--- src/hw/rtl/hsd_pkg.sv ---
`timescale 1ns / 1ps
package hsd_pkg;

	localparam int THR_W = 8;
	localparam int CFG_IDX_W = 2;

	typedef enum logic [1:0] {
		CMD_EDGE   = 2'd0,
		CMD_TICK   = 2'd1,
		CMD_FORCE  = 2'd2,
		CMD_UNUSED = 2'd3
	} cmd_t;

	typedef enum logic [2:0] {
		PH_WAIT  = 3'b001,
		PH_SHORT = 3'b010,
		PH_LONG  = 3'b100
	} phase_t;

	localparam logic [CFG_IDX_W-1:0] REG_OLD_STYLE   = 2'd0;
	localparam logic [CFG_IDX_W-1:0] REG_SHORT_TICKS = 2'd1;
	localparam logic [CFG_IDX_W-1:0] REG_LONG_TICKS  = 2'd2;

	localparam logic [THR_W-1:0] SHORT_TICKS_RST = 8'd4;
	localparam logic [THR_W-1:0] LONG_TICKS_RST  = 8'd16;

	typedef struct packed {
		logic [1:0] cmd;
		logic       hook_sample;
	} item_t;

	typedef struct packed {
		logic hook_state;
		logic notify_change;
		logic intr_enable;
		logic look_for_offhook;
		logic timer_arm;
		logic misuse;
	} result_t;

endpackage

--- src/hw/rtl/hsd_item_if.sv ---
`timescale 1ns / 1ps
interface hsd_item_if;
	logic       valid;
	logic       ready;
	logic [1:0] cmd;
	logic       hook_sample;

	modport source (output valid, output cmd, output hook_sample, input ready);
	modport sink (input valid, input cmd, input hook_sample, output ready);
endinterface

--- src/hw/rtl/hsd_result_if.sv ---
`timescale 1ns / 1ps
interface hsd_result_if;
	logic valid;
	logic ready;
	logic hook_state;
	logic notify_change;
	logic intr_enable;
	logic look_for_offhook;
	logic timer_arm;
	logic misuse;

	modport source (output valid, output hook_state, output notify_change, output intr_enable,
		output look_for_offhook, output timer_arm, output misuse, input ready);
	modport sink (input valid, input hook_state, input notify_change, input intr_enable,
		input look_for_offhook, input timer_arm, input misuse, output ready);
endinterface

--- src/hw/rtl/hsd_cfg_if.sv ---
`timescale 1ns / 1ps
interface hsd_cfg_if;
	logic       valid;
	logic       ready;
	logic [1:0] index;
	logic [7:0] wdata;

	modport source (output valid, output index, output wdata, input ready);
	modport sink (input valid, input index, input wdata, output ready);
endinterface

--- src/hw/rtl/hookswitch_two_stage_debouncer.sv ---
`timescale 1ns / 1ps
// Hook switch qualifier with a two-stage (short, then long) tick debounce, or
// direct level tracking when old_style is set. Channels:
//   item   - sink: cmd (edge interrupt, debounce tick, forced set) and the
//            sampled switch level.
//   result - source: one result per item with hook state, change notify,
//            interrupt re-arm and polarity, timer arm and misuse flag.
//   cfg    - sink: register writes (old_style, short_ticks, long_ticks),
//            always ready; write only while no item is in flight.
// An accepted item passes one input register and then one result register;
// the state update sits between the two registers.
// Throughput: one item per cycle while the receiver takes results; the state
// update is the only loop, and it does not limit back-to-back items.
// When the receiver stalls, the result register holds and the input register
// fills; item.ready then drops until the result is taken.
// Reset: hook state on hook, waiting for an edge, tick count zero, registers
// at old_style 0, short_ticks 4, long_ticks 16, both stages empty.
module hookswitch_two_stage_debouncer #(
	parameter int TICK_COUNT_WIDTH = 8
) (
	input  logic clk,
	input  logic arst_n,
	hsd_item_if.sink     item,
	hsd_result_if.source result,
	hsd_cfg_if.sink      cfg
);
	import hsd_pkg::*;

	localparam int CMP_W = (TICK_COUNT_WIDTH > THR_W) ? TICK_COUNT_WIDTH : THR_W;

	logic                        old_style_q;
	logic [THR_W-1:0]            short_ticks_q;
	logic [THR_W-1:0]            long_ticks_q;

	logic                        acc_q;
	phase_t                      phase_q;
	logic                        cand_q;
	logic [TICK_COUNT_WIDTH-1:0] cnt_q;

	logic    valid_s1;
	item_t   item_s1;
	logic    valid_s2;
	result_t res_s2;

	logic advance;

	logic                        acc_n;
	phase_t                      phase_n;
	logic                        cand_n;
	logic [TICK_COUNT_WIDTH-1:0] cnt_n;
	logic [TICK_COUNT_WIDTH-1:0] cnt_inc;
	logic [THR_W-1:0]            need;
	logic                        in_db;
	logic                        lvl;
	result_t                     res_n;

	assign advance    = valid_s1 && (!valid_s2 || result.ready);
	assign item.ready = !valid_s1 || advance;
	assign cfg.ready  = 1'b1;

	always_ff @(posedge clk or negedge arst_n) begin
		if (!arst_n) begin
			old_style_q   <= 1'b0;
			short_ticks_q <= SHORT_TICKS_RST;
			long_ticks_q  <= LONG_TICKS_RST;
		end else if (cfg.valid) begin
			case (cfg.index)
				REG_OLD_STYLE:   old_style_q   <= cfg.wdata[0];
				REG_SHORT_TICKS: short_ticks_q <= cfg.wdata;
				REG_LONG_TICKS:  long_ticks_q  <= cfg.wdata;
				default: ;
			endcase
		end
	end

	assign lvl     = item_s1.hook_sample;
	assign in_db   = (phase_q == PH_SHORT) || (phase_q == PH_LONG);
	assign cnt_inc = (cnt_q == {TICK_COUNT_WIDTH{1'b1}}) ? cnt_q : cnt_q + 1'b1;
	assign need    = (phase_q == PH_SHORT) ? short_ticks_q : long_ticks_q;

	always_comb begin
		acc_n   = acc_q;
		phase_n = phase_q;
		cand_n  = cand_q;
		cnt_n   = cnt_q;
		res_n   = '0;
		if (old_style_q && item_s1.cmd != CMD_UNUSED) begin
			if (lvl != acc_q) begin
				acc_n               = lvl;
				res_n.notify_change = 1'b1;
				res_n.timer_arm     = 1'b1;
			end else begin
				res_n.intr_enable = 1'b1;
			end
		end else begin
			case (item_s1.cmd)
				CMD_EDGE: begin
					if (in_db) begin
						res_n.misuse = 1'b1;
					end else if (lvl != acc_q) begin
						cand_n          = lvl;
						cnt_n           = '0;
						phase_n         = PH_SHORT;
						res_n.timer_arm = 1'b1;
					end else begin
						res_n.intr_enable = 1'b1;
					end
				end
				CMD_TICK: begin
					cnt_n = cnt_inc;
					if (in_db) begin
						// a bounce restarts the stable count on the new level
						if (cand_q != lvl) begin
							cand_n = lvl;
							cnt_n  = '0;
						end
						if (CMP_W'(cnt_n) >= CMP_W'(need)) begin
							if (cand_n != acc_q) begin
								acc_n               = lvl;
								res_n.notify_change = 1'b1;
								phase_n = (phase_q == PH_SHORT) ? PH_LONG : PH_WAIT;
							end else begin
								phase_n = PH_WAIT;
							end
							cnt_n = '0;
						end
					end else begin
						res_n.misuse = 1'b1;
						phase_n      = PH_WAIT;
					end
					if (phase_n == PH_WAIT) begin
						res_n.intr_enable = 1'b1;
					end else begin
						res_n.timer_arm = 1'b1;
					end
				end
				CMD_FORCE: begin
					if (lvl != acc_q) begin
						acc_n               = lvl;
						res_n.notify_change = 1'b1;
					end
				end
				default: ;
			endcase
		end
		res_n.hook_state       = acc_n;
		res_n.look_for_offhook = !acc_n;
	end

	always_ff @(posedge clk or negedge arst_n) begin
		if (!arst_n) begin
			valid_s1 <= 1'b0;
			valid_s2 <= 1'b0;
			acc_q    <= 1'b0;
			phase_q  <= PH_WAIT;
			cand_q   <= 1'b0;
			cnt_q    <= '0;
		end else begin
			if (item.ready) begin
				valid_s1 <= item.valid;
			end
			if (advance) begin
				valid_s2 <= 1'b1;
				acc_q    <= acc_n;
				phase_q  <= phase_n;
				cand_q   <= cand_n;
				cnt_q    <= cnt_n;
			end else if (result.ready) begin
				valid_s2 <= 1'b0;
			end
		end
	end

	always_ff @(posedge clk) begin
		if (item.valid && item.ready) begin
			item_s1.cmd         <= item.cmd;
			item_s1.hook_sample <= item.hook_sample;
		end
		if (advance) begin
			res_s2 <= res_n;
		end
	end

	assign result.valid            = valid_s2;
	assign result.hook_state       = res_s2.hook_state;
	assign result.notify_change    = res_s2.notify_change;
	assign result.intr_enable      = res_s2.intr_enable;
	assign result.look_for_offhook = res_s2.look_for_offhook;
	assign result.timer_arm        = res_s2.timer_arm;
	assign result.misuse           = res_s2.misuse;

endmodule

--- src/flat_wrapper.sv ---
// flat-port wrapper written by rule: the top's interface ports become plain ports
module hookswitch_two_stage_debouncer_flat import hsd_pkg::*;
#(
	parameter int TICK_COUNT_WIDTH = 8
)
  (clk, arst_n, item_valid, item_cmd, item_hook_sample, item_ready, result_valid, result_hook_state, result_notify_change, result_intr_enable, result_look_for_offhook, result_timer_arm, result_misuse, result_ready, cfg_valid, cfg_index, cfg_wdata, cfg_ready);
  hsd_item_if item_i ();
  hsd_result_if result_i ();
  hsd_cfg_if cfg_i ();
  input  logic clk;
  input  logic arst_n;
  input wire logic [$bits(item_i.valid)-1:0] item_valid;
  input wire logic [$bits(item_i.cmd)-1:0] item_cmd;
  input wire logic [$bits(item_i.hook_sample)-1:0] item_hook_sample;
  output wire logic [$bits(item_i.ready)-1:0] item_ready;
  output wire logic [$bits(result_i.valid)-1:0] result_valid;
  output wire logic [$bits(result_i.hook_state)-1:0] result_hook_state;
  output wire logic [$bits(result_i.notify_change)-1:0] result_notify_change;
  output wire logic [$bits(result_i.intr_enable)-1:0] result_intr_enable;
  output wire logic [$bits(result_i.look_for_offhook)-1:0] result_look_for_offhook;
  output wire logic [$bits(result_i.timer_arm)-1:0] result_timer_arm;
  output wire logic [$bits(result_i.misuse)-1:0] result_misuse;
  input wire logic [$bits(result_i.ready)-1:0] result_ready;
  input wire logic [$bits(cfg_i.valid)-1:0] cfg_valid;
  input wire logic [$bits(cfg_i.index)-1:0] cfg_index;
  input wire logic [$bits(cfg_i.wdata)-1:0] cfg_wdata;
  output wire logic [$bits(cfg_i.ready)-1:0] cfg_ready;
  assign item_i.valid = item_valid;
  assign item_i.cmd = item_cmd;
  assign item_i.hook_sample = item_hook_sample;
  assign item_ready = item_i.ready;
  assign result_valid = result_i.valid;
  assign result_hook_state = result_i.hook_state;
  assign result_notify_change = result_i.notify_change;
  assign result_intr_enable = result_i.intr_enable;
  assign result_look_for_offhook = result_i.look_for_offhook;
  assign result_timer_arm = result_i.timer_arm;
  assign result_misuse = result_i.misuse;
  assign result_i.ready = result_ready;
  assign cfg_i.valid = cfg_valid;
  assign cfg_i.index = cfg_index;
  assign cfg_i.wdata = cfg_wdata;
  assign cfg_ready = cfg_i.ready;
  hookswitch_two_stage_debouncer #(.TICK_COUNT_WIDTH(TICK_COUNT_WIDTH)) u_core (.clk(clk), .arst_n(arst_n), .item(item_i), .result(result_i), .cfg(cfg_i));
endmodule
--- config.mk ---
export PLATFORM = sky130hd
export DESIGN_NAME = hookswitch_two_stage_debouncer_flat
export DESIGN_NICKNAME = d
export VERILOG_FILES = /design/src/hw/rtl/hsd_pkg.sv /design/src/hw/rtl/hsd_item_if.sv /design/src/hw/rtl/hsd_result_if.sv /design/src/hw/rtl/hsd_cfg_if.sv /design/src/hw/rtl/hookswitch_two_stage_debouncer.sv /design/src/flat_wrapper.sv
export SDC_FILE = /design/constraint.sdc
export NUM_CORES = 1
export LEC_CHECK = 0
export BUFFER_PORTS_ARGS = -buffer_cell sky130_fd_sc_hd__buf_2
export CORE_MARGIN = 5
export CORE_UTILIZATION = 31
export CTS_CLUSTER_DIAMETER = 120
export DETAILED_ROUTE_END_ITERATION = 7
export PLACE_DENSITY = 0.47
export REMOVE_ABC_BUFFERS = 1
export SYNTH_ARGS = -nofsm -noshare
export SYNTH_HDL_FRONTEND = slang
export SYNTH_SLANG_ARGS = --single-unit
--- constraint.sdc ---
create_clock -name clk -period 3.8 [get_ports clk]
set_input_delay 0.57 -clock clk [delete_from_list [all_inputs] [get_ports clk]]
set_output_delay 0.57 -clock clk [all_outputs]
set_load 0.05 [all_outputs]
* Word-level counts from Yosys, hierarchy flattened
Cells that the tools add are included.
Widths: inputs -> output; s select.
** Operators by class
- $add $sub $neg :: 1
- Order comparisons :: 1
- Eq/ne operators :: 15
- Multiplexer cells :: 52
- Bitwise gates (word level) :: 1
- Reduce and logical (&&, ||, !) cells :: 18
** Operators by type and width (number)
- $mux 8 :: 10
- $mux 1 :: 26
- $mux 3 :: 8
- $pmux 8 s2 :: 1
- $add 8x1->8 const B :: 1
- $eq 8x8->1 const B :: 1
- $ge 8x8->1 :: 1
- $pmux 1 s2 :: 4
- $pmux 3 s2 :: 1
- $reduce_and 2->1 :: 3
- $reduce_and 6->1 :: 1
- $reduce_and 5->1 :: 1
- $eq 2x1->1 const B :: 2
- $eq 2x2->1 const B :: 2
- $logic_not 2->1 :: 2
- $ne 2x1->1 const B :: 2
- $ne 2x2->1 const B :: 2
- $pmux 2 s2 :: 1
- $reduce_bool 2->1 :: 2
- $eq 3x1->1 const B :: 1
- $eq 3x2->1 const B :: 1
- $eq 3x3->1 const B :: 1
- $logic_and 1x1->1 :: 3
- $logic_not 1->1 :: 3
- other kinds (4) :: 8
** Word-level totals
- Flip-flop bits (word level) :: 41
- Input bits :: 18
- Output and inout bits :: 9
- Word-level logic and storage cells :: 105

* Logic depth before layout (Yosys ltp)
- Depth in word-level cells :: 15
- Mapped depth :: 15
- Gate-level depth less buffers :: 14

* Least setup slack after synthesis
OpenSTA, ideal clock, no wires.
- Kind :: register -> register
- Start point :: register u_core.cnt_q[0]
- End point :: register u_core.res_s2, in the netlist u_core.result.hook_state, data pin
- Library setup time :: 261 ps
- Data arrival time :: 2710 ps
- Required time :: 3539 ps
- Path slack :: 829 ps
- Cell stages (with the launch flop) :: 15
- Path buffers :: 0
- Clock period less this slack :: 2971 ps
- Cell sequence :: dfrtp_1 > ha_1 > and3_1 > nand3_1 > and3_1 > nand2_1 > xor2_1 > nor2_1 > ha_1 > a21oi_1 > o21ai_0 > nand2_1 > o31a_1 > o31ai_2 > a311o_1
** On the way
- Word-level cells in the longest chain between the ends :: 11
- Elaborated cells on any way between the ends :: 12
- Classes of those cells :: add/sub: 1; order compare: 1; eq/ne: 1; mux: 9
** Ends and longest elaborated chain
- start, declared :: line hookswitch_two_stage_debouncer.sv:38 : logic [TICK_COUNT_WIDTH-1:0] cnt_q;
- start signal, assigned :: line hookswitch_two_stage_debouncer.sv:167 : cnt_q <= cnt_n;
- $add 8x1->8 / $eq 8x8->1 (equally long branches) :: line hookswitch_two_stage_debouncer.sv:78 : assign cnt_inc = (cnt_q == {TICK_COUNT_WIDTH{1'b1}}) ? cnt_q : cnt_q + 1'b1;
- $mux 8 * :: line hookswitch_two_stage_debouncer.sv:78
- $mux 8 * :: line hookswitch_two_stage_debouncer.sv:113 : if (cand_q != lvl) begin
- $mux 8 * :: line hookswitch_two_stage_debouncer.sv:111 : if (in_db) begin
- $mux 8 * :: line hookswitch_two_stage_debouncer.sv:96 : case (item_s1.cmd)
- $mux 8 * :: line hookswitch_two_stage_debouncer.sv:87 : if (old_style_q && item_s1.cmd != CMD_UNUSED) begin
- $ge 8x8->1 * :: line hookswitch_two_stage_debouncer.sv:117 : if (CMP_W'(cnt_n) >= CMP_W'(need)) begin
- $mux 1 * :: line hookswitch_two_stage_debouncer.sv:117
- $mux 1 * :: line hookswitch_two_stage_debouncer.sv:111
- $pmux 1 s2 * :: line hookswitch_two_stage_debouncer.sv:96
- $mux 1 * :: line hookswitch_two_stage_debouncer.sv:87
- named net u_core.acc_n :: line hookswitch_two_stage_debouncer.sv:47 : logic acc_n;
- end signal, assigned :: line hookswitch_two_stage_debouncer.sv:180 : res_s2 <= res_n;
- end, declared :: line hookswitch_two_stage_debouncer.sv:43 : result_t res_s2;
Mark *: on every way through the listed nets, which the timed path passes. The rest lies on a longest branch. The select of a mux whose other input is x is not followed.
A chain may end at the register's enable or synchronous reset.

==> flow_metrics.tcl <==
set metrics [dict create \
    status "finished clean" \
    fmax_mhz 297 \
    io-pin-count 27 \
    synth-main-ff-cell "dfrtp_1" \
    wire_per_inst_um 14.9 \
    overflow 0 \
    ys_types 46 \
    track_usage_pct 11.7 \
    die_x_um 99.4 \
    final_common_cell "dfrtp_1" \
    dr.pass1.iters 4 \
    fin_util_pct 36.2 \
    irDropWorstVdd_uv 139 \
    io_buffers 25 \
    setup_ws_ns 0.435 \
    ys_warn_count 0 \
    ant_nets 0 \
    first_global_vias 1925 \
    insertion_delay_ns 0.29 \
    worst_path_largest_cell_delay_ns 0.40 \
    slew_violations 0 \
    critical_path_class "reg -> reg" \
    synth_area_mm2 0.00248 \
    post-place-ws_ns 0.462 \
    yosysSeqAreaShare_pct 43.3 \
    antenna_found_initial 0 \
    synth-seq-cells 41 \
    cts_max_path_buffers 2 \
    cp.depth 14 \
    critPathCapture "u_core.result.look_for_offhook$_DFFE_PP_" \
    dieArea_mm2 0.00989 \
    maxCapViolCount 0 \
    cp.arrival_ns 3.40 \
    core_area_mm2 0.00777 \
    worstReg2RegStart "u_core.cnt_q[0]$_DFFE_PN0P_" \
    synth_edf_count 9 \
    maxSlewHeadroom_pct 51.6 \
    power_density_mw_per_mm2 562 \
    p_leak_uw 0.00125 \
    crit_path_start "u_core.cnt_q[0]$_DFFE_PN0P_" \
    fin_skew_ns 0.00642 \
    syn_inst 239 \
    path_max_fanout 6 \
    gr-usage-met1_pct 15.5 \
    r2r_end "u_core.result.look_for_offhook$_DFFE_PP_" \
    postSynth.asyncResetShare_pct 78.0 \
    vias_per_cell 5.05 \
    gp_congestion 0.842 \
    end_kind "register" \
    drt_wl_total_um 5510 \
    grt_pass1_wl_um 9350 \
    cts.repair.resized 0 \
    worst_slew_pin_slew_ns 0.726 \
    rsz0062_at_grt "false" \
    nets 301 \
    area_delta_synth_final_pct 13.4 \
    drive_above_1_share_pct 22.1 \
    final_cell_mix "dfrtp_1 (29), buf_2 (25), nand2_1 (20), mux2_2 (18), ha_1 (17)" \
    ctsHoldBuffers 0 \
    critPathSlowestCell "dfrtp_1" \
    route.vias.total 1865 \
    fill_cells 802 \
    numCtsBuffers 5 \
    multiInputGateArea_mm2 0.00131 \
    clock-root-buffer "clkbuf_8" \
    drt_iter0_markers 69 \
    start_util_pct 31.9 \
    drcViolationCount 0 \
    cp_data_required_time_ns 3.83 \
    instances_no_fill 369 \
    antennaDiodeCount 0 \
    cp_cell_sequence "ha_1 > and3_1 > nand3_1 > and3_1 > nand2_1 > xor2_1 > nor2_1 > ha_1 > a21oi_1 > o21ai_0 > nand2_1 > o31a_1 > o31ai_2 > a311oi_1" \
    h-tree-depth 2 \
    place_hpwl_um 4180 \
    die_h_um 99.4 \
    rows 32 \
    crit_family "compound AO/OA/AOI/OAI gates" \
    rr_worst_depth 14 \
    r2r_slack_ns 0.43 \
    critPathBufInv 0 \
    grt_max_degree 33 \
    min_period_over_period_pct 88.6 \
    start_kind "register" \
    grt_use_met3_pct 1.89 \
    fin_setup_tns_ns 0 \
    hold_viol 0 \
    grt-busiest-layer "met2" \
    placed_cells 361 \
    hold_class "in -> async" \
    cts_tree "yes" \
    cts_sinks 41 \
    setup_viol 0 \
    cts.clk_slew.worst_paths_ns 0.08 \
    post_cts_buffers 0 \
    syn_area_per_cell_um2 10.4 \
    period_needed_ns 3.37 \
    seq_area_mm2 0.00107 \
    met2_usage_pct 19.5 \
]
worst min path at each step:
| stage | from | endpoint | slack (ns) | cells after the start |
|---|---|---|---|---|
| after floorplan | arst_n | u_core.acc_q$_DFFE_PN0P_ | 0.27 | 0 |
| after global placement | u_core.long_ticks_q[0]$_DFFE_PN0P_ | u_core.long_ticks_q[0]$_DFFE_PN0P_ | 0.49 | 1 |
| after detailed placement | u_core.valid_s1$_DFFE_PN0N_ | u_core.result.valid$_DFFE_PN0P_ | 0.49 | 1 |
| after CTS | arst_n | u_core.old_style_q$_DFFE_PN0P_ | 0.36 | 1 |
| after global routing | arst_n | u_core.old_style_q$_DFFE_PN0P_ | 0.40 | 1 |
| final | arst_n | u_core.old_style_q$_DFFE_PN0P_ | 0.32 | 1 |
Yosys cell counts (all sizes together), types with 2 or more instances:
master	count	area, um^2
dfrtp	29	726
nand2	20	75.1
mux2	18	203
ha	17	213
o21ai	15	75.1
nor2	14	52.6
a21oi	13	65.1
nand3	11	55.1
edfxtp	9	270
inv	9	33.8
a31oi	8	50.1
mux2i	8	80.1
and3	7	43.8
buf	7	56.3
nand2b	7	43.8
nand3b	5	37.5
and2	4	25.0
dfstp	3	78.8
nor2b	3	18.8
o31ai	3	27.5
a32o	2	20.0
nand4	2	12.5
nor3b	2	15.0
o22ai	2	12.5
or4	2	15.0
xor2	2	17.5
layout make-up:
cell class | count | share of cell area [%]
clock buffer | 7 | 3.07
sequential | 41 | 38.2
inverter | 9 | 1.20
timing repair buffer | 28 | 5.25
tap | 102 | 4.54
multi-input combinational | 181 | 46.6
clock inverter | 1 | 1.07
per-layer routing:
| layer | up-vias | part of all wire [%] |
|---|---|---|
| li1 | 935 | - |
| met3 | 10 | 3.5 |
| met4 | 0 | 1.6 |
| met1 | 891 | 47 |
| met5 | - | 0 |
| met2 | 29 | 48 |
cells by family (layout without fill, tap and decap cells):
kind of cell             after synthesis  in the layout  share of synthesized area (%)
AND/OR/NAND/NOR                       77             77                           15.9
AO/OA/AOI/OAI                         57             57                           15.8
multiplexers                          26             26                           11.4
buffers and inverters                 17             45                           3.78
adder cells (fa/ha/maj)               17             17                           8.58
other                                  1              1                          0.151
flip-flops                            41             41                           43.3
XOR/XNOR                               3              3                           1.06
power breakdown:
group          total (uW)  switching [uW]  internal [uW]  leakage [uW]
logic                 625             390            236      0.000713
registers             588            48.3            540      0.000474
clock network         367             152            214     0.0000585
total                1580             590            990       0.00125
flip-flops by register name (all words and copies together), names as in the netlist, 2 cells and up:
| register | flops |
|---|---|
| u_core.cnt_q | 8 |
| u_core.long_ticks_q | 8 |
| u_core.short_ticks_q | 8 |
| u_core.phase_q | 3 |
| u_core.item_s1 | 2 |
per-stage QoR:
step,power (uW),instance area (um^2),hold WS (ns)
detailed placement,1230,2700,0.488
global placement,1230,2700,0.486
global route,1700,2810,0.396
finish,1580,2810,0.320
CTS,1610,2810,0.363
floorplan,1050,2420,0.274
worst register-to-register path, stage by stage, from the launching register on:
cell and delay (ns):
dfrtp_1 0.40, ha_1 0.23, and3_1 0.28, nand3_1 0.20
and3_1 0.27, nand2_1 0.11, xor2_1 0.14, nor2_1 0.06
ha_1 0.31, a21oi_1 0.06, o21ai_0 0.31, nand2_1 0.09
o31a_1 0.16, o31ai_2 0.34, a311oi_1 0.14
Note: power is estimated with default switching activity, not from simulation.
